`config.mk`:
```
export PLATFORM = sky130hd
export DESIGN_NAME = cfdz_cfg
export DESIGN_NICKNAME = d
export VERILOG_FILES = /design/src/sv/camera_follow_dead_zone_clamp_assert.svh /design/src/sv/cfdz_pkg.sv /design/src/sv/cfdz_cfg.sv
export SDC_FILE = /design/constraint.sdc
export NUM_CORES = 1
export LEC_CHECK = 0
export BUFFER_PORTS_ARGS = -buffer_cell sky130_fd_sc_hd__buf_4
export CAP_MARGIN = 15
export CORE_UTILIZATION = 35
export CTS_BUF_LIST = sky130_fd_sc_hd__clkbuf_4
export CTS_CLUSTER_DIAMETER = 150
export DETAILED_ROUTE_END_ITERATION = 7
export GPL_TIMING_DRIVEN = 0
export MAX_ROUTING_LAYER = met4
export PLACE_DENSITY_LB_ADDON = 0.25
export SYNTH_ARGS = -nofsm -noshare
export SYNTH_HDL_FRONTEND = slang
export SYNTH_SLANG_ARGS = --single-unit
```
`constraint.sdc`:
```
create_clock -name clk -period 2.78 [get_ports clk]
set_input_delay 0.278 -clock clk [delete_from_list [all_inputs] [get_ports clk]]
set_output_delay 0.278 -clock clk [all_outputs]
set_load 0.01 [all_outputs]
```
`src/sv/camera_follow_dead_zone_clamp_assert.svh`:
```
// Assertion macros for the camera follow block.
// Used by the top level; expects clk and arst_n in scope.
`ifndef CAMERA_FOLLOW_DEAD_ZONE_CLAMP_ASSERT_SVH
`define CAMERA_FOLLOW_DEAD_ZONE_CLAMP_ASSERT_SVH

// same-cycle implication
`define CFDZ_ASSERT_NOW(lbl, ante, cons, msg) \
	lbl: assert property (@(posedge clk) disable iff (!arst_n) (ante) |-> (cons)) \
		else $error(msg);

// next-cycle implication
`define CFDZ_ASSERT_NEXT(lbl, ante, cons, msg) \
	lbl: assert property (@(posedge clk) disable iff (!arst_n) (ante) |=> (cons)) \
		else $error(msg);

`endif

```
`src/sv/cfdz_pkg.sv`:
```
// Package for the camera follow block: opcodes, register indexes,
// coordinate limits and the structs passed between config and axis lanes.
package cfdz_pkg;

	localparam int CoordW = 24;
	localparam int GainW  = 17;

	localparam logic signed [CoordW-1:0] COORD_MAX = 24'sh7FFFFF;
	localparam logic signed [CoordW-1:0] COORD_MIN = 24'sh800000;
	localparam logic [GainW-1:0]         GAIN_ONE  = 17'd65536;
	localparam logic [GainW-1:0]         GAIN_RST  = 17'd8192;

	typedef enum logic {
		OP_FOLLOW = 1'b0,
		OP_SET    = 1'b1
	} op_t;

	typedef enum logic [2:0] {
		REG_BOUNDS_ENABLE  = 3'd0,
		REG_BOUNDS_LEFT    = 3'd1,
		REG_BOUNDS_TOP     = 3'd2,
		REG_BOUNDS_WIDTH   = 3'd3,
		REG_BOUNDS_HEIGHT  = 3'd4,
		REG_VIEW_EXTENT    = 3'd5,
		REG_DEAD_ZONE_HALF = 3'd6,
		REG_FOLLOW_GAIN    = 3'd7
	} reg_idx_t;

	// per-axis view of the configuration
	typedef struct packed {
		logic signed [23:0] edge_pos;  // world left or top
		logic [22:0]        size;      // world width or height
		logic [23:0]        view;      // view width or height
		logic [23:0]        half;      // dead-zone half extent
	} axis_cfg_t;

	// controls shared by both lanes
	typedef struct packed {
		logic              load;
		op_t               op;
		logic              target_valid;
		logic              bounds_en;
		logic [GainW-1:0]  gain;       // already limited to one
	} lane_ctrl_t;

endpackage

```
`src/sv/cfdz_cfg.sv`:
```
// Configuration register file of the camera follow block.
// Splits the registers into per-axis structs; depends on cfdz_pkg.
module cfdz_cfg (
	input  logic                        clk,
	input  logic                        arst_n,
	input  logic                        we,
	input  logic [2:0]                  idx,
	input  logic [47:0]                 data,
	output cfdz_pkg::axis_cfg_t         ax_x,
	output cfdz_pkg::axis_cfg_t         ax_y,
	output logic                        bounds_en,
	output logic [cfdz_pkg::GainW-1:0]  gain
);

	logic               bounds_en_q;
	logic signed [23:0] left_q;
	logic signed [23:0] top_q;
	logic [22:0]        width_q;
	logic [22:0]        height_q;
	logic [47:0]        extent_q;
	logic [47:0]        dz_half_q;
	logic [16:0]        gain_q;

	always_ff @(posedge clk or negedge arst_n) begin
		if (!arst_n) begin
			bounds_en_q <= 1'b0;
			left_q      <= '0;
			top_q       <= '0;
			width_q     <= '0;
			height_q    <= '0;
			extent_q    <= '0;
			dz_half_q   <= '0;
			gain_q      <= cfdz_pkg::GAIN_RST;
		end else if (we) begin
			case (cfdz_pkg::reg_idx_t'(idx))
				cfdz_pkg::REG_BOUNDS_ENABLE:  bounds_en_q <= data[0];
				cfdz_pkg::REG_BOUNDS_LEFT:    left_q      <= signed'(data[23:0]);
				cfdz_pkg::REG_BOUNDS_TOP:     top_q       <= signed'(data[23:0]);
				cfdz_pkg::REG_BOUNDS_WIDTH:   width_q     <= data[22:0];
				cfdz_pkg::REG_BOUNDS_HEIGHT:  height_q    <= data[22:0];
				cfdz_pkg::REG_VIEW_EXTENT:    extent_q    <= data;
				cfdz_pkg::REG_DEAD_ZONE_HALF: dz_half_q   <= data;
				cfdz_pkg::REG_FOLLOW_GAIN:    gain_q      <= data[16:0];
				default: ;
			endcase
		end
	end

	always_comb begin
		ax_x.edge_pos = left_q;
		ax_x.size     = width_q;
		ax_x.view     = extent_q[23:0];
		ax_x.half     = dz_half_q[23:0];
		ax_y.edge_pos = top_q;
		ax_y.size     = height_q;
		ax_y.view     = extent_q[47:24];
		ax_y.half     = dz_half_q[47:24];
	end

	assign bounds_en = bounds_en_q;
	// gains above one behave as one
	assign gain = (gain_q > cfdz_pkg::GAIN_ONE) ? cfdz_pkg::GAIN_ONE : gain_q;

endmodule

```
# ---- After elaboration in Yosys (flattened, before gate mapping)
# Cells that the tools add are included.
dict set report totals {
  register_bits 208
  in_bits 54
  out_inout_bits 208
  wordCells 26
}
dict set report op_classes {
  n_lt_le_gt_ge 1
  n_eq_ne 7
  n_mux 1
  reduce_logical 9
}
# operator n
set op_table {}
lappend op_table {{$gt 17x17->1 const B} 1}
lappend op_table {{$mux 17} 1}
lappend op_table {{$reduce_and 2->1} 8}
lappend op_table {{$eq 3x3->1 const B} 4}
lappend op_table {{$eq 3x2->1 const B} 2}
lappend op_table {{$eq 3x1->1 const B} 1}
lappend op_table {{$logic_not 3->1} 1}

# ---- Logic depth before layout (Yosys ltp)
# Gate-level depths: netlist of the first run.
dict set report depth {
  depth_word 2
  mapped_depth 5
}

# ---- Worst setup path before layout of the first run
# OpenSTA, ideal clock, no wires.
dict set report synth_path {
  path_type {register to output}
  start {register gain_q[13]}
  end {output gain[10] (netlist bit)}
  t_arrival_ps 1219
  required_ps 2502
  slack_ps 1283
  stages_incl_launch_ff 4
  n_path_buf 0
  cell_sequence {dfstp_2 nor4_1 a41oi_1 nor2b_1}
}
dict set report synth_between {
  elab_chain_len 2
}
# item line_no
set synth_lines {}
lappend synth_lines {{from (decl)} cfdz_cfg.sv:22} ;# logic [16:0] gain_q;
lappend synth_lines {{from (signal assigned)} cfdz_cfg.sv:33} ;# gain_q <= cfdz_pkg::GAIN_RST;
lappend synth_lines {{from (signal assigned)} cfdz_cfg.sv:43} ;# cfdz_pkg::REG_FOLLOW_GAIN: gain_q <= data[16:0];
lappend synth_lines {{$gt 17x17->1} cfdz_cfg.sv:62} ;# assign gain = (gain_q > cfdz_pkg::GAIN_ONE) ? cfdz_pkg::GAIN_ONE : gain_q;
lappend synth_lines {{$mux 17} cfdz_cfg.sv:62}
lappend synth_lines {{to (decl)} cfdz_cfg.sv:12} ;# output logic [cfdz_pkg::GainW-1:0] gain
# No other way between the ends.

# ---- Worst setup path in the final report of the first run
dict set report layout_path {
  start {register gain_q[14]}
  end {output gain[2] (netlist bit)}
}
# The elaborated chain is that of the path after synthesis.

==> flow_summary.json, run 1 <==
{
  "maxSlewHeadroom_pct": 44.4,
  "io_buffer_count": 259,
  "drt_iter0_drc": 154,
  "start_util_pct": 36.1,
  "grt_usage_pct": 19.0,
  "final-hold-violation-count": 0,
  "reg2reg_depth": 1,
  "fmax_mhz": 390,
  "timing.rr.start": "gain_q[16]",
  "worst-endpoint-arrival_ns": 2.29,
  "fillCellCount": 1925,
  "final_nets": 891,
  "crit_required_ns": 2.50,
  "synth_warnings": 0,
  "viasPerCell": 4.65,
  "grt_pass1_vias": 6070,
  "critPathCaptureType": "output pin",
  "start_kind": "register",
  "fin_tns_setup_ns": 0,
  "root_buffer": "clkbuf_4",
  "num_vias": 5350,
  "wl_per_cell_um": 18.5,
  "synth_nets": 524,
  "period_share_pct": 92.3,
  "powerDensity_mw_per_mm2": 787,
  "drv_slew": 0,
  "multiInputGateArea_mm2": 0.00258,
  "yosys.area_share.simple_pct": 2.94,
  "failed_checks": "design-rule violations",
  "final.min_clock_period_ns": 2.57,
  "hold_depth": 3,
  "rows": 54,
  "synthAdderAreaFrac_pct": 0,
  "cts.sinks": 208,
  "clock_path_buffers": 3,
  "status": "complete, but fails checks",
  "clock_skew_ns": 0,
  "place_area_mm2": 0.0103,
  "ys_ff_latch": 208,
  "antenna_found_initial": 1,
  "setup_viol": 0,
  "min_path_type": "in -> reg",
  "synth_cell_types": 19,
  "gp_congestion": 0.748,
  "syn2layout_area_growth_pct": 43.3,
  "drcViolationCount": 18,
  "final-seq-area_mm2": 0.00521,
  "core_mm2": 0.0220,
  "tritoncts": "done",
  "fin_cells": 1151,
  "final_area_mm2": 0.0114,
  "grt.overflow.total": 0,
  "muxShareOfSynthArea_pct": 29.4,
  "grt_max_degree": 120,
  "synth_seq_area_share_pct": 65.4,
  "worst_slew_pin_slew_ns": 0.823,
  "clk_pin_slew_ns": 0.07,
  "crit_fanout": 10,
  "cts_buffers": 56,
  "hpwl_um": 14800,
  "synth_area_leaders": "dfrtp_1 (65%), mux2_2 (29%), nor2b_1 (1.3%), buf_6 (0.99%), mux2_1 (0.71%)",
  "pre_cts_ws_ns": 0.925,
  "syn_inst": 470,
  "die_w_um": 153,
  "avgSynthCellArea_um2": 16.9,
  "syn_area_mm2": 0.00796,
  "peakVddDrop_uv": 484,
  "synth_top_family_by_area": "multiplexers",
  "drt_wl_total_um": 21300,
  "startpoint": "gain_q[14]",
  "antenna_left": 0,
  "fin_ws_ns": 0.214,
  "cts_resized": 0,
  "criticalPathCategory": "reg -> out",
  "h-tree-depth": 2,
  "synth_top_area_share_pct": 65.1,
  "post-place-cells": 1010,
  "fp.dieH_um": 153,
  "ioPinCount": 262,
  "hold_start": "idx[0]",
  "maxCapViolCount": 0,
  "grt_pass1_wl_um": 33400,
  "rsz0062_at_grt": "no",
  "yosysTopAreaCell": "dfrtp_1",
  "firstDrtPassIters": 6,
  "drive_gt1_share_pct": 65.2,
  "synth_compound_area_share_pct": 0.110,
  "dieArea_mm2": 0.0233,
  "leakagePower_uw": 0.00541,
  "synth_xor_area_share_pct": 0,
  "clkLatencyLatePin_ns": 0.64
}
[worst paths after layout]
kind | to | slack (ns)
setup / recovery | gain[2] | 0.21
hold / removal | bounds_en | 0.15
setup reg to reg | gain_q[16] | 1.90
hold reg to reg | dz_half_q[29] | 0.50
max in group asynchronous | dz_half_q[25] | 1.45
min in group asynchronous | top_q[6] | 0.24
[metrics by stage]
step | util [%] | total power (uW) | hold slack (ns)
after floorplan | - | 5080 | -0.0176
after global placement | 46.5 | 6470 | 0.483
after detailed placement | 46.7 | 6570 | 0.343
after CTS | 51.7 | 9130 | 0.0799
after global routing | 51.7 | 9480 | 0.106
final | 51.7 | 8980 | 0.154
[cell usage after synthesis, drive strengths merged]
master,n
mux2,208
dfrtp,207
buf,21
nor2b,16
nor4,4
nand4b,3
nor3,2
nor3b,2
a41oi,1
clkbuf,1
dfstp,1
inv,1
nand2,1
nand2b,1
nand4,1
[cell usage in the layout, fill, tap and decap left out]
cell	netlist	routed
nand4_2	1	1
nor3_2	1	1
nor4_1	4	4
clkinv_1	0	14
buf_6	7	7
nand2b_4	1	1
nor3b_4	2	2
diode_2	0	1
clkbuf_4	0	74
buf_8	0	1
dfrtp_1	207	207
nand4b_1	3	3
buf_2	11	11
nor2b_1	16	16
clkinv_2	0	1
clkbuf_1	1	1
buf_4	3	261
inv_2	0	2
dfstp_2	1	1
nand2_1	1	1
dlygate4sd3_1	0	49
a41oi_1	1	1
mux2_1	5	5
nor3_1	1	1
mux2_2	203	203
inv_1	1	1
buf_16	0	1
[power by group]
part           switching (uW)  total [uW]  internal (uW)
clock network            1220        2440           1220
registers                 379        4080           3700
logic                    1030        2460           1430
[area by class of cell]
cell class / instances / share of cell area, %
multi-input combinational: 239 / 22.7
inverter: 1 / 0.0329
buffer: 22 / 1.41
sequential: 208 / 45.7
antenna: 1 / 0.0220
clock inverter: 17 / 0.571
tap: 280 / 3.07
timing repair buffer: 309 / 21.7
clock buffer: 74 / 4.87
[flip-flops by register name, summed over array words and instances, names as in the netlist]
name	flops
dz_half_q	48
extent_q	48
left_q	24
top_q	24
height_q	23
width_q	23
gain_q	17
bounds_en	1
[per-layer routing]
| metal | vias up | track usage [%] | wire (um) |
|---|---|---|---|
| li1 | 2427 | - | - |
| met1 | 2686 | 21.7 | 8580 |
| met2 | 206 | 31.4 | 10900 |
| met3 | 31 | 6.06 | 1510 |
| met4 | 0 | 6.49 | 365 |
| met5 | - | - | 0 |
[cells by family (layout without fill, tap and decap cells)]
group                  Yosys count  after routing
muxes                          208            208
buffers and inverters           23            423
and+or+nand+nor                 30             30
other                            0              1
DFF                            208            208
AOI/OAI and AO/OA                1              1
[worst max-delay path, cell delays in order, from the launching register on]
cell and delay (ns):
dfrtp_1 0.40, nor4_1 0.39, a41oi_1 0.46, nor2b_1 0.24
buf_4 0.15
[timing repair]
| action | CTS | global route |
|---|---|---|
| buffers inserted | 0 | 0 |
| hold endpoints to repair | 297 | 0 |
| hold buffers | 49 | 0 |
Power figures use the tool's default switching activity.
==> run 2, diff against run 1 <==
- CORE_ASPECT_RATIO: not set -> 1.75
==> run 2 against run 1 <==
  * The run now ends clean
  * Cell count up 0.96%
  * Routed wire length down 0.17%
  * Sequential share of layout area about the same
  * Fmax up 3.4%
  * Highest routed layer unchanged
  * Total power down 1.0%
  * Sequential power about the same
  * Global-route usage up 0.37 points
  * Count of clock-buffer cells in the layout down 1
==> flow_summary.json, run 2 (synthesis results as in run 1) <==
{
  "reg2reg_to": "gain_q[16]",
  "final_cell_mix": "buf_4 (261), dfrtp_1 (207), mux2_2 (203)",
  "peakVddDrop_uv": 372,
  "maxCapViolCount": 0,
  "clock_path_buffers": 3,
  "drv_slew": 0,
  "slowest_delay_ns": 0.44,
  "grt_max_degree": 128,
  "maxSlewHeadroom_pct": 55.7,
  "firstDrtPassIters": 4,
  "drive_gt1_share_pct": 65.5,
  "reg_top3": "dz_half_q x48, extent_q x48",
  "wl_per_cell_um": 18.3,
  "p_comb_share_pct": 27.6,
  "cts.sinks": 208,
  "final_nets": 885,
  "gp_congestion": 0.745,
  "grt_pass1_wl_um": 32900,
  "place_area_mm2": 0.0103,
  "h-tree-depth": 2,
  "critPathCaptureType": "output pin",
  "drt_iter0_drc": 105,
  "setup_viol": 0,
  "drcViolationCount": 0,
  "hpwl_um": 14900,
  "clkPwrFrac_pct": 26.4,
  "leakagePower_uw": 0.00540,
  "syn2layout_area_growth_pct": 43.4,
  "dieArea_mm2": 0.0234,
  "fp.dieH_um": 201,
  "status": "complete, no violations",
  "final-hold-violation-count": 0,
  "hold_depth": 3,
  "grt_usage_pct": 19.3,
  "antenna_left": 0,
  "criticalPathCategory": "reg -> out",
  "cp_slowest_cell": "nor4_1",
  "fin_tns_setup_ns": 0,
  "powerDensity_mw_per_mm2": 779,
  "cts_buffers": 50,
  "intPower_uw": 6330,
  "start_util_pct": 35.9,
  "root_buffer": "clkbuf_4",
  "crit_fanout": 10,
  "ioPinCount": 262,
  "worst_slew_pin_slew_ns": 0.665,
  "whs_endpoint": "bounds_en",
  "crit_required_ns": 2.50,
  "io_buffer_count": 259,
  "reg2reg_depth": 1,
  "min_path_type": "in -> reg",
  "clk_pin_slew_ns": 0.07,
  "start_kind": "register",
  "path_cells": "nor4_1, a41oi_2, nor2b_1, buf_4",
  "grt_pass1_vias": 6044,
  "antenna_found_initial": 1,
  "viasPerCell": 4.66,
  "final_area_mm2": 0.0114,
  "die_w_um": 116,
  "core_mm2": 0.0222,
  "rows": 72,
  "critPathBufInv": 1,
  "tritoncts": "done",
  "swShare_pct": 28.8,
  "grt.overflow.total": 0,
  "rsz0062_at_grt": "no",
  "hold_start": "idx[0]",
  "clock_skew_ns": 0,
  "final.min_clock_period_ns": 2.48,
  "cpLargestDelayFamily": "simple AND/OR/NAND/NOR gates",
  "num_vias": 5420,
  "p_seq_share_pct": 46.0,
  "clkLatencyLatePin_ns": 0.64,
  "drt_wl_total_um": 21300,
  "worst-endpoint-arrival_ns": 2.20,
  "period_share_pct": 89.2,
  "final_common_cell": "buf_4",
  "timing.rr.start": "gain_q[16]",
  "fillCellCount": 1972,
  "rrSetupSlack_ns": 1.84,
  "fmax_mhz": 403,
  "power_switching_uw": 2560
}
## run 2: area by class of cell
cell class / count / area [um^2] / share of cell area, %
well taps: 296 / 370 / 3.25
clock inverters: 13 / 51.3 / 0.450
inverters: 1 / 3.75 / 0.0329
diodes: 1 / 2.50 / 0.0219
plain buffers: 22 / 160 / 1.40
repair buffers: 309 / 2470 / 21.7
clock buffers: 73 / 548 / 4.81
multi-input cells: 239 / 2590 / 22.7
flip-flops and latches: 208 / 5210 / 45.6
## run 2: layer usage
metal | vias to the layer above | global-route usage [%] | routed length [um]
li1 | 2422 | - | -
met4 | 0 | 7.97 | 621
met3 | 43 | 4.73 | 1270
met1 | 2741 | 18.4 | 7290
met5 | - | - | 0
met2 | 214 | 36.0 | 12100
## run 2: how the worst max path moves through the flow
stage,from,cells past startpoint,endpoint,slack (ns)
4_1_cts,gain_q[0],4,gain[2],0.03
3_5_place_dp,gain_q[0],4,gain[3],0.80
6_report,gain_q[0],4,gain[7],0.30
3_3_place_gp,arst_n,1,height_q[15],0.12
2_1_floorplan,gain_q[13],3,gain[10],1.28
5_1_grt,gain_q[0],4,gain[14],0.08
## run 2: tightest hold or removal path: stages
cell and delay, ns:
buf_2 0.19, nor3_1 0.08, mux2_2 0.21
## run 2: through the flow
| stage | power [uW] | worst slack (ns) | hold slack (ns) | utilization (%) | cells |
|---|---|---|---|---|---|
| floorplan | 5080 | 1.28 | -0.0176 | - | 470 |
| global placement | 6480 | 0.122 | 0.474 | 46.3 | 1025 |
| detailed placement | 6560 | 0.804 | 0.307 | 46.5 | 1026 |
| CTS | 9060 | 0.0322 | 0.0650 | 51.4 | 1161 |
| global route | 9410 | 0.0770 | 0.0991 | 51.5 | 1162 |
| finish | 8880 | 0.299 | 0.154 | 51.5 | 1162 |
## run 2: power by group through the flow
stage	logic, uW	clock network [uW]	registers (uW)
finish	2450	2350	4090
global route	2630	2610	4170
CTS	2490	2480	4090
detailed placement	2430	0	4140
global placement	2380	0	4090
floorplan	715	0	4360
## run 2: timing repair
action	in CTS	in global routing
hold buffers	49	0
setup buffers	0	0
endpoints found under the setup margin	0	10
hold endpoints to repair	289	0
gates resized for setup	0	1
