## src/sv/camera_follow_dead_zone_clamp_assert.svh

```systemverilog
// Assertion macros for the camera follow block.
// Used by the top level; expects clk and arst_n in scope.
`ifndef CAMERA_FOLLOW_DEAD_ZONE_CLAMP_ASSERT_SVH
`define CAMERA_FOLLOW_DEAD_ZONE_CLAMP_ASSERT_SVH

// same-cycle implication
`define CFDZ_ASSERT_NOW(lbl, ante, cons, msg) \
	lbl: assert property (@(posedge clk) disable iff (!arst_n) (ante) |-> (cons)) \
		else $error(msg);

// next-cycle implication
`define CFDZ_ASSERT_NEXT(lbl, ante, cons, msg) \
	lbl: assert property (@(posedge clk) disable iff (!arst_n) (ante) |=> (cons)) \
		else $error(msg);

`endif

```

## src/sv/cfdz_pkg.sv

```systemverilog
// Package for the camera follow block: opcodes, register indexes,
// coordinate limits and the structs passed between config and axis lanes.
package cfdz_pkg;

	localparam int CoordW = 24;
	localparam int GainW  = 17;

	localparam logic signed [CoordW-1:0] COORD_MAX = 24'sh7FFFFF;
	localparam logic signed [CoordW-1:0] COORD_MIN = 24'sh800000;
	localparam logic [GainW-1:0]         GAIN_ONE  = 17'd65536;
	localparam logic [GainW-1:0]         GAIN_RST  = 17'd8192;

	typedef enum logic {
		OP_FOLLOW = 1'b0,
		OP_SET    = 1'b1
	} op_t;

	typedef enum logic [2:0] {
		REG_BOUNDS_ENABLE  = 3'd0,
		REG_BOUNDS_LEFT    = 3'd1,
		REG_BOUNDS_TOP     = 3'd2,
		REG_BOUNDS_WIDTH   = 3'd3,
		REG_BOUNDS_HEIGHT  = 3'd4,
		REG_VIEW_EXTENT    = 3'd5,
		REG_DEAD_ZONE_HALF = 3'd6,
		REG_FOLLOW_GAIN    = 3'd7
	} reg_idx_t;

	// per-axis view of the configuration
	typedef struct packed {
		logic signed [23:0] edge_pos;  // world left or top
		logic [22:0]        size;      // world width or height
		logic [23:0]        view;      // view width or height
		logic [23:0]        half;      // dead-zone half extent
	} axis_cfg_t;

	// controls shared by both lanes
	typedef struct packed {
		logic              load;
		op_t               op;
		logic              target_valid;
		logic              bounds_en;
		logic [GainW-1:0]  gain;       // already limited to one
	} lane_ctrl_t;

endpackage

```

## src/sv/cfdz_axis.sv

```systemverilog
// One axis lane of the camera follow block: dead zone, gain approach,
// world clamp and the centre register for that axis. Depends on cfdz_pkg.
module cfdz_axis (
	input  logic                       clk,
	input  logic                       arst_n,
	input  cfdz_pkg::axis_cfg_t        cfg,
	input  cfdz_pkg::lane_ctrl_t       ctrl,
	input  logic signed [23:0]         pos,
	output logic signed [23:0]         centre
);

	logic signed [23:0] centre_q;
	logic signed [25:0] cur_w;
	logic signed [25:0] tgt_w;
	logic signed [25:0] half_w;
	logic signed [25:0] want;
	logic signed [26:0] diff;
	logic signed [17:0] gain_s;
	logic signed [44:0] prod;
	logic signed [44:0] prod_r;
	logic signed [28:0] step;
	logic signed [28:0] moved;
	logic signed [28:0] pre;
	logic signed [25:0] lo;
	logic signed [25:0] hi;
	logic signed [25:0] mid;
	logic               narrow;
	logic signed [28:0] clamped;
	logic signed [23:0] sat;
	logic signed [23:0] nxt;

	// dead zone: move only far enough to put the target on the zone edge
	always_comb begin
		cur_w  = 26'(centre_q);
		tgt_w  = 26'(pos);
		half_w = signed'({2'b00, cfg.half});
		if (tgt_w < cur_w - half_w)
			want = tgt_w + half_w;
		else if (tgt_w > cur_w + half_w)
			want = tgt_w - half_w;
		else
			want = cur_w;
	end

	// approach: product rounded to nearest, ties toward plus infinity
	always_comb begin
		diff   = 27'(want) - 27'(cur_w);
		gain_s = signed'({1'b0, ctrl.gain});
		prod   = 45'(diff) * 45'(gain_s);
		prod_r = prod + 45'sd32768;
		step   = prod_r[44:16];
		moved  = 29'(cur_w) + step;
		pre    = (ctrl.op == cfdz_pkg::OP_SET) ? 29'(pos) : moved;
	end

	// world clamp; a world no wider than the view centres on the world
	always_comb begin
		narrow = ({1'b0, cfg.size} <= cfg.view);
		mid    = 26'(cfg.edge_pos) + signed'({4'b0000, cfg.size[22:1]});
		lo     = 26'(cfg.edge_pos) + signed'({3'b000, cfg.view[23:1]});
		hi     = 26'(cfg.edge_pos) + signed'({3'b000, cfg.size})
			- signed'({3'b000, cfg.view[23:1]});
		if (!ctrl.bounds_en)
			clamped = pre;
		else if (narrow)
			clamped = 29'(mid);
		else if (pre < 29'(lo))
			clamped = 29'(lo);
		else if (pre > 29'(hi))
			clamped = 29'(hi);
		else
			clamped = pre;

		if (clamped > 29'(cfdz_pkg::COORD_MAX))
			sat = cfdz_pkg::COORD_MAX;
		else if (clamped < 29'(cfdz_pkg::COORD_MIN))
			sat = cfdz_pkg::COORD_MIN;
		else
			sat = clamped[23:0];

		if (ctrl.op == cfdz_pkg::OP_FOLLOW && !ctrl.target_valid)
			nxt = centre_q;
		else
			nxt = sat;
	end

	always_ff @(posedge clk or negedge arst_n) begin
		if (!arst_n) begin
			centre_q <= '0;
		end else if (ctrl.load) begin
			centre_q <= nxt;
		end
	end

	assign centre = centre_q;

endmodule

```

## config.mk

```make
export PLATFORM = sky130hd
export DESIGN_NAME = cfdz_axis
export DESIGN_NICKNAME = d
export VERILOG_FILES = /design/src/sv/camera_follow_dead_zone_clamp_assert.svh /design/src/sv/cfdz_pkg.sv /design/src/sv/cfdz_axis.sv
export SDC_FILE = /design/constraint.sdc
export NUM_CORES = 2
export LEC_CHECK = 0
export BUFFER_PORTS_ARGS = -buffer_cell sky130_fd_sc_hd__buf_2
export CAP_MARGIN = 20
export CORE_ASPECT_RATIO = 1.1
export CORE_MARGIN = 3
export CORE_UTILIZATION = 40
export DETAILED_ROUTE_END_ITERATION = 8
export PLACE_DENSITY = 0.65
export SETUP_SLACK_MARGIN = 0.3
export SYNTH_ARGS = -nofsm -noshare
export SYNTH_HDL_FRONTEND = slang
export SYNTH_SLANG_ARGS = --single-unit
```

## constraint.sdc

```tcl
create_clock -name clk -period 19.4 [get_ports clk]
set_clock_uncertainty 0.05 [all_clocks]
set_input_delay 0.97 -clock clk [delete_from_list [all_inputs] [get_ports clk]]
set_output_delay 0.97 -clock clk [all_outputs]
set_load 0.01 [all_outputs]
```

---- Word level (Yosys, flattened, before mapping) ----
Cells that the tools add are included.
storage, ports and cells
  bits in registers ....................... 24
  input port bits ......................... 142
  output and inout port bits .............. 24
  word-level logic and storage cells ...... 34
cells by class
  add/subtract/negate cells ............... 11
  multipliers ............................. 1
  order comparisons ....................... 7
  mux-type cells .......................... 9
  bitwise gates (word level) .............. 2
  reductions and logical operators ........ 3
operators with widths
  operator                                                                        count
  29-bit two-way mux                                                              5
  24-bit by 25-bit adder with 26-bit output                                       2
  26-bit two-way mux                                                              2
  24-bit by 25-bit subtractor with 26-bit output                                  2
  24-bit by 24-bit adder with 25-bit output                                       2
  24-bit two-way mux                                                              2
  45-bit by 17-bit adder with 45-bit output, second input constant                1
  27-bit by 18-bit multiplier with 45-bit output                                  1
  24-bit by 29-bit adder with 29-bit output                                       1
  29-bit by 24-bit > comparator with 1-bit output, second input constant          1
  29-bit by 26-bit > comparator with 1-bit output                                 1
  29-bit by 24-bit less-than comparator with 1-bit output, second input constant  1
  29-bit by 25-bit less-than comparator with 1-bit output                         1
  26-bit by 24-bit subtractor with 27-bit output                                  1
  24-bit by 26-bit > comparator with 1-bit output                                 1
  24-bit by 26-bit less-than comparator with 1-bit output                         1
  25-bit by 24-bit subtractor with 26-bit output                                  1
  24-bit by 23-bit adder with 25-bit output                                       1
  23-bit by 24-bit less-or-equal comparator with 1-bit output                     1
  1-bit NOT                                                                       2
  2-bit AND reduction                                                             1
  1-bit logical AND                                                               1
  1-bit logical NOT                                                               1

---- Logic depth before layout (Yosys ltp) ----
  depth after elaboration ................. 17
  mapped depth ............................ 93
  depth with buffers taken out ............ 87

---- Worst setup path before layout ----
Ideal clock, no wire load.
  kind .................................... input to register
  from .................................... input port cfg[1] in the netlist's numbering
  to ...................................... register centre_q[11] (netlist: centre[11])
  setup time .............................. 121 ps
  arrival ................................. 18,169 ps
  required time ........................... 19,229 ps
  setup slack ............................. 1,060 ps
  stages on the path ...................... 82
  buffers on the path ..................... 5
  cells stage by stage .................... inv_1 -> ha_1 -> nor2b_1 -> o21ai_0 -> a21oi_1 -> o21ai_0 -> o21ai_0 -> a211oi_1 -> nor2_1 -> a41oi_1 -> a2111oi_0 -> o31ai_1 -> nand2_1 -> a31o_2 -> ha_1 -> nand4_1 -> nor3_1 -> o21ai_0 -> (+46 left out) -> nand3_1 -> and4_1 -> nor3_1 -> inv_1 -> ha_1 -> nand4_1 -> or2_2 -> nor4_1 -> a31o_2 -> clkbuf_1 -> nor2_1 -> o2bb2ai_2 -> a211oi_4 -> o211ai_2 -> o32ai_4 -> buf_4 -> nand2_1 -> a22o_1
between the ends
  word-level cells in the longest chain between the ends .. 17
  elaborated cells between the ends (all ways) .. 23
  classes of those cells .................. 7 x add/sub; 1 x mul; 6 x order compare; 9 x mux
RTL lines
  element                                                  line             text
  start: declaration                                       cfdz_axis.sv:6   input cfdz_pkg::axis_cfg_t cfg,
  24-bit by 25-bit adder with 26-bit output                cfdz_axis.sv:39  else if (tgt_w > cur_w + half_w)
  24-bit by 26-bit > comparator with 1-bit output          cfdz_axis.sv:39
  26-bit two-way mux                                       cfdz_axis.sv:39
  26-bit two-way mux (*)                                   cfdz_axis.sv:37  if (tgt_w < cur_w - half_w)
  26-bit by 24-bit subtractor with 27-bit output (*)       cfdz_axis.sv:47  diff = 27'(want) - 27'(cur_w);
  27-bit by 18-bit multiplier with 45-bit output (*)       cfdz_axis.sv:49  prod = 45'(diff) * 45'(gain_s);
  45-bit by 17-bit adder with 45-bit output (*)            cfdz_axis.sv:50  prod_r = prod + 45'sd32768;
  24-bit by 29-bit adder with 29-bit output (*)            cfdz_axis.sv:52  moved = 29'(cur_w) + step;
  29-bit two-way mux (*)                                   cfdz_axis.sv:53  pre = (ctrl.op == cfdz_pkg::OP_SET) ? 29'(pos) : moved;
  29-bit by 26-bit > comparator with 1-bit output          cfdz_axis.sv:69  else if (pre > 29'(hi))
  29-bit two-way mux                                       cfdz_axis.sv:69
  29-bit two-way mux                                       cfdz_axis.sv:67  else if (pre < 29'(lo))
  29-bit two-way mux                                       cfdz_axis.sv:65  else if (narrow)
  29-bit two-way mux (*)                                   cfdz_axis.sv:63  if (!ctrl.bounds_en)
  29-bit by 24-bit less-than comparator with 1-bit output  cfdz_axis.sv:76  else if (clamped < 29'(cfdz_pkg::COORD_MIN))
  24-bit two-way mux                                       cfdz_axis.sv:76
  24-bit two-way mux (*)                                   cfdz_axis.sv:74  if (clamped > 29'(cfdz_pkg::COORD_MAX))
  end signal: assignment                                   cfdz_axis.sv:91  centre_q <= nxt;
  end: declaration                                         cfdz_axis.sv:12  logic signed [23:0] centre_q;
Mark *: on every way between the ends. The rest lies on a longest branch, timed or not.
A chain may end at the register's enable or synchronous reset.

---- Worst setup path after layout ----
  from .................................... input port cfg[0] in the netlist's numbering
  to ...................................... register centre_q[5] (netlist: centre[5])
The elaborated chain is that of the path after synthesis.

==> run_summary.xml <==
<?xml version="1.0" encoding="UTF-8"?>
<metrics>
  <group name="logic_synthesis">
    <metric name="yosysSeqAreaShare" unit="%">1.76</metric>
    <metric name="ys_warn_count" unit="">0</metric>
    <metric name="synth.lib_cells_used.distinct" unit="">87</metric>
    <metric name="async_reset_ff_share" unit="%">100</metric>
    <metric name="netlist.top_cell.by_area" unit="">sky130_fd_sc_hd__fa_1</metric>
    <metric name="synth.top_cells.by_count" unit="">sky130_fd_sc_hd__inv_1, sky130_fd_sc_hd__ha_1, sky130_fd_sc_hd__fa_1</metric>
    <metric name="synth_top_cell_area_share" unit="%">28.0</metric>
    <metric name="post_synthesis_cells" unit="">4336</metric>
    <metric name="synth.net_count" unit="">5444</metric>
    <metric name="synth_edf_count" unit="">0</metric>
    <metric name="synth_ff_type" unit="">sky130_fd_sc_hd__dfrtp_1</metric>
    <metric name="mappedNetlistArea" unit="sq mm">0.0341</metric>
    <metric name="avgSynthCellArea" unit="sq um">7.86</metric>
    <metric name="synth_seq_cells" unit="">24</metric>
    <metric name="synth_top_cells_by_area" unit="">sky130_fd_sc_hd__fa_1, sky130_fd_sc_hd__ha_1, sky130_fd_sc_hd__inv_1</metric>
    <metric name="synthMostInstantiatedCell" unit="">sky130_fd_sc_hd__inv_1</metric>
  </group>
  <group name="routing">
    <metric name="wl_per_cell" unit="microns">18.5</metric>
    <metric name="viasPerCell" unit="">5.45</metric>
    <metric name="drc" unit="">0</metric>
    <metric name="vias" unit="">30900</metric>
    <metric name="drt_first_iter_violations" unit="">1978</metric>
    <metric name="final_antenna_net_count" unit="">0</metric>
    <metric name="drt_pre_antenna_iters" unit="">6</metric>
    <metric name="drt-total-wl" unit="mm">105</metric>
  </group>
  <group name="die">
    <metric name="io_pins" unit="">166</metric>
    <metric name="starting_density_of_the_core" unit="%">40.6</metric>
    <metric name="core" unit="sq mm">0.0839</metric>
    <metric name="fp.dieH" unit="microns">312</metric>
    <metric name="fp.dieArea" unit="sq mm">0.0888</metric>
    <metric name="die_outline_width" unit="microns">284</metric>
    <metric name="placement_rows" unit="">111</metric>
  </group>
  <group name="place">
    <metric name="place.detailed.hpwl" unit="mm">89.6</metric>
    <metric name="weighted_congestion_at_the_end_of_routability_driven_global_placement" unit="">0.982</metric>
    <metric name="port-buffer-count" unit="">165</metric>
    <metric name="placement.cell_area" unit="sq mm">0.0370</metric>
    <metric name="placed_cells" unit="">5630</metric>
  </group>
  <group name="worst_setup_path">
    <metric name="critPathMostFrequentCell" unit="">sky130_fd_sc_hd__fa_1</metric>
    <metric name="timing.critical_path.required" unit="ps">19500</metric>
    <metric name="timing.critical_path.to_type" unit="">flip-flop</metric>
    <metric name="regToRegStartpoint" unit="">centre[1]</metric>
    <metric name="critical_path_at" unit="ps">18410</metric>
    <metric name="worstSetupStartpointType" unit="">input pin</metric>
    <metric name="critical_path.slowest_cell" unit="">sky130_fd_sc_hd__or4_1</metric>
    <metric name="worst-path-max-fanout" unit="">17</metric>
    <metric name="ff2ff_setup_slack" unit="ps">1390</metric>
    <metric name="r2r-end" unit="">centre[5]</metric>
    <metric name="r2r_cells" unit="">78</metric>
    <metric name="critPathKind" unit="">input pin to flip-flop</metric>
    <metric name="cpPeakStageDelay" unit="ps">570</metric>
  </group>
  <group name="clock_network">
    <metric name="clock_latency_reported_for_the_late_side_of_the_worst_skew_pair" unit="ps">270</metric>
    <metric name="hold_bufs_inserted_after_cts" unit="">0</metric>
    <metric name="clock_tree.htree_level_count" unit="">1</metric>
    <metric name="cts-root-buf" unit="">sky130_fd_sc_hd__clkbuf_16</metric>
    <metric name="clkSlewWorstSetupHoldPaths" unit="ps">60</metric>
    <metric name="cts_tree" unit="">built</metric>
    <metric name="numCtsBuffers" unit="">3</metric>
    <metric name="clock-sinks" unit="">24</metric>
    <metric name="clock_tree.buffer_depth" unit="">2</metric>
  </group>
  <group name="cells_and_area">
    <metric name="num-fill-cells" unit="">8454</metric>
    <metric name="layout.cells.non_filler" unit="">5663</metric>
    <metric name="final_design_area_no_fill" unit="sq mm">0.0378</metric>
    <metric name="largest_register_ff_count" unit="">24</metric>
    <metric name="number_of_nets_in_the_layout" unit="">5632</metric>
    <metric name="drive_above_1_share" unit="%">10.5</metric>
    <metric name="syn_to_final_growth" unit="%">11.0</metric>
  </group>
  <group name="sta">
    <metric name="hold_ws" unit="ps">631</metric>
    <metric name="max_freq" unit="MHz">54.6</metric>
    <metric name="setup_violations" unit="">0</metric>
    <metric name="finalSetupTns" unit="ps">0</metric>
    <metric name="grt_setup_unrepaired" unit="">no</metric>
    <metric name="worst_slew_pin_slew" unit="ps">899</metric>
    <metric name="finalCriticalPeriod" unit="ps">18300</metric>
    <metric name="report.final.slew_viol_count" unit="">0</metric>
    <metric name="finalHoldViolations" unit="">0</metric>
    <metric name="relSlewSlack" unit="%">39.6</metric>
    <metric name="layout_worst_path_cycle_share" unit="%">94.3</metric>
  </group>
  <group name="global_route">
    <metric name="first_global_vias" unit="">31600</metric>
    <metric name="overflow" unit="">0</metric>
    <metric name="grt_antenna_before_repair" unit="">20</metric>
    <metric name="pin_count_of_the_biggest_net_entering_global_routing" unit="">53</metric>
    <metric name="grt_first_pass_wirelength" unit="mm">169</metric>
    <metric name="global_route.usage.total" unit="%">23.4</metric>
  </group>
  <group name="run_status">
    <metric name="run_status" unit="">finished clean</metric>
  </group>
  <group name="job">
    <metric name="timing.max_cap.violations" unit="">0</metric>
  </group>
  <group name="hold_path">
    <metric name="hold_path.class" unit="">input pin to asynchronous set/reset pin</metric>
  </group>
</metrics>
## critical path, delay by kind of cell
family / cells / cell delay, ps
xor gates and xnor gates: 2 / 250
AOI/OAI and AO/OA: 37 / 7670
adders and majority gates: 13 / 5080
buffers and inverters: 12 / 1600
and+or+nand+nor: 14 / 2850
## worst max-delay path by stage
stage,start,end,slack [ps],cells past startpoint
after floorplan,cfg[1],centre[11],1060,82
after global placement,cfg[0],centre[13],-9,85
after detailed placement,cfg[2],centre[5],-310,84
after CTS,cfg[1],centre[5],340,80
after global routing,cfg[0],centre[5],170,81
final,cfg[0],centre[5],1100,78
## routing by layer
| layer | GRT usage (%) | routed length, microns | vias up |
|---|---|---|---|
| li1 | - | - | 14800 |
| met1 | 29.6 | 43600 | 15000 |
| met2 | 41.2 | 51500 | 903 |
| met3 | 3.13 | 6180 | 151 |
| met4 | 7.40 | 3400 | 12 |
| met5 | 0 | 87 | - |
## placed cells by master, fill, tap and decap left out, types with 17 or more instances in the layout
master                     instances
sky130_fd_sc_hd__buf_2           165
sky130_fd_sc_hd__a22o_1           25
sky130_fd_sc_hd__or3_1            28
sky130_fd_sc_hd__nor3_1           71
sky130_fd_sc_hd__nand3_1         134
sky130_fd_sc_hd__nor2b_1          54
sky130_fd_sc_hd__xor2_1           60
sky130_fd_sc_hd__xnor2_1          99
sky130_fd_sc_hd__o211ai_1         29
sky130_fd_sc_hd__nand2b_1         52
sky130_fd_sc_hd__o21bai_1         29
sky130_fd_sc_hd__a21oi_2          20
sky130_fd_sc_hd__nor3b_1          22
sky130_fd_sc_hd__and3_1           25
sky130_fd_sc_hd__inv_1           764
sky130_fd_sc_hd__a211oi_1         44
sky130_fd_sc_hd__o21a_1           46
sky130_fd_sc_hd__buf_4           171
sky130_fd_sc_hd__dfrtp_1          24
sky130_fd_sc_hd__o31ai_1          17
sky130_fd_sc_hd__and2_1          245
sky130_fd_sc_hd__o22ai_1          22
sky130_fd_sc_hd__nor2_1          201
sky130_fd_sc_hd__nand4_1          27
sky130_fd_sc_hd__nand2_1         389
sky130_fd_sc_hd__a21oi_1         215
sky130_fd_sc_hd__o21ai_1          24
sky130_fd_sc_hd__o21ai_0         146
sky130_fd_sc_hd__ha_1            487
sky130_fd_sc_hd__a31oi_1          41
sky130_fd_sc_hd__a21o_1           84
sky130_fd_sc_hd__fa_1            475
## logic make-up (layout without fill, tap and decap cells)
kind of cell    after synthesis  count (layout)  share of synthesized area (%)
simple gates               1315            1315                           19.3
fa+ha+maj                   966             966                           45.9
buf+inv                     929            1116                           10.3
compound gates              916             916                           17.8
xor+xnor                    168             168                           4.32
flops                        24              24                           1.76
mux                          18              18                          0.543
other cells                   0              10                              0
## metrics by stage
step	worst slack (ps)	util (%)
2_1_floorplan	1060	-
3_3_place_gp	-8.75	44.1
3_5_place_dp	-306	44.1
4_1_cts	337	44.3
5_1_grt	170	45.1
6_report	1100	45.1
## final cells by class
cell class	count	area, sq um	share of cell area [%]
Multi-Input combinational cell	3383	30500	80.7
Clock buffer	4	88.8	0.235
Timing Repair Buffer	348	2290	6.06
Inverter	764	2870	7.58
Sequential cell	24	601	1.59
Antenna cell	10	25.0	0.0662
Tap cell	1130	1410	3.74
## timing repair
item / in CTS / in global routing
gates resized for setup: 9 / 116
endpoints found under the setup margin: 23 / 24
buffers inserted: 0 / 15
pin swaps: 0 / 36
cloned: 0 / 2
Power is left out: the tool's default activity adds up to more than one toggle a clock period on the data nets, which glitch-free logic cannot reach.
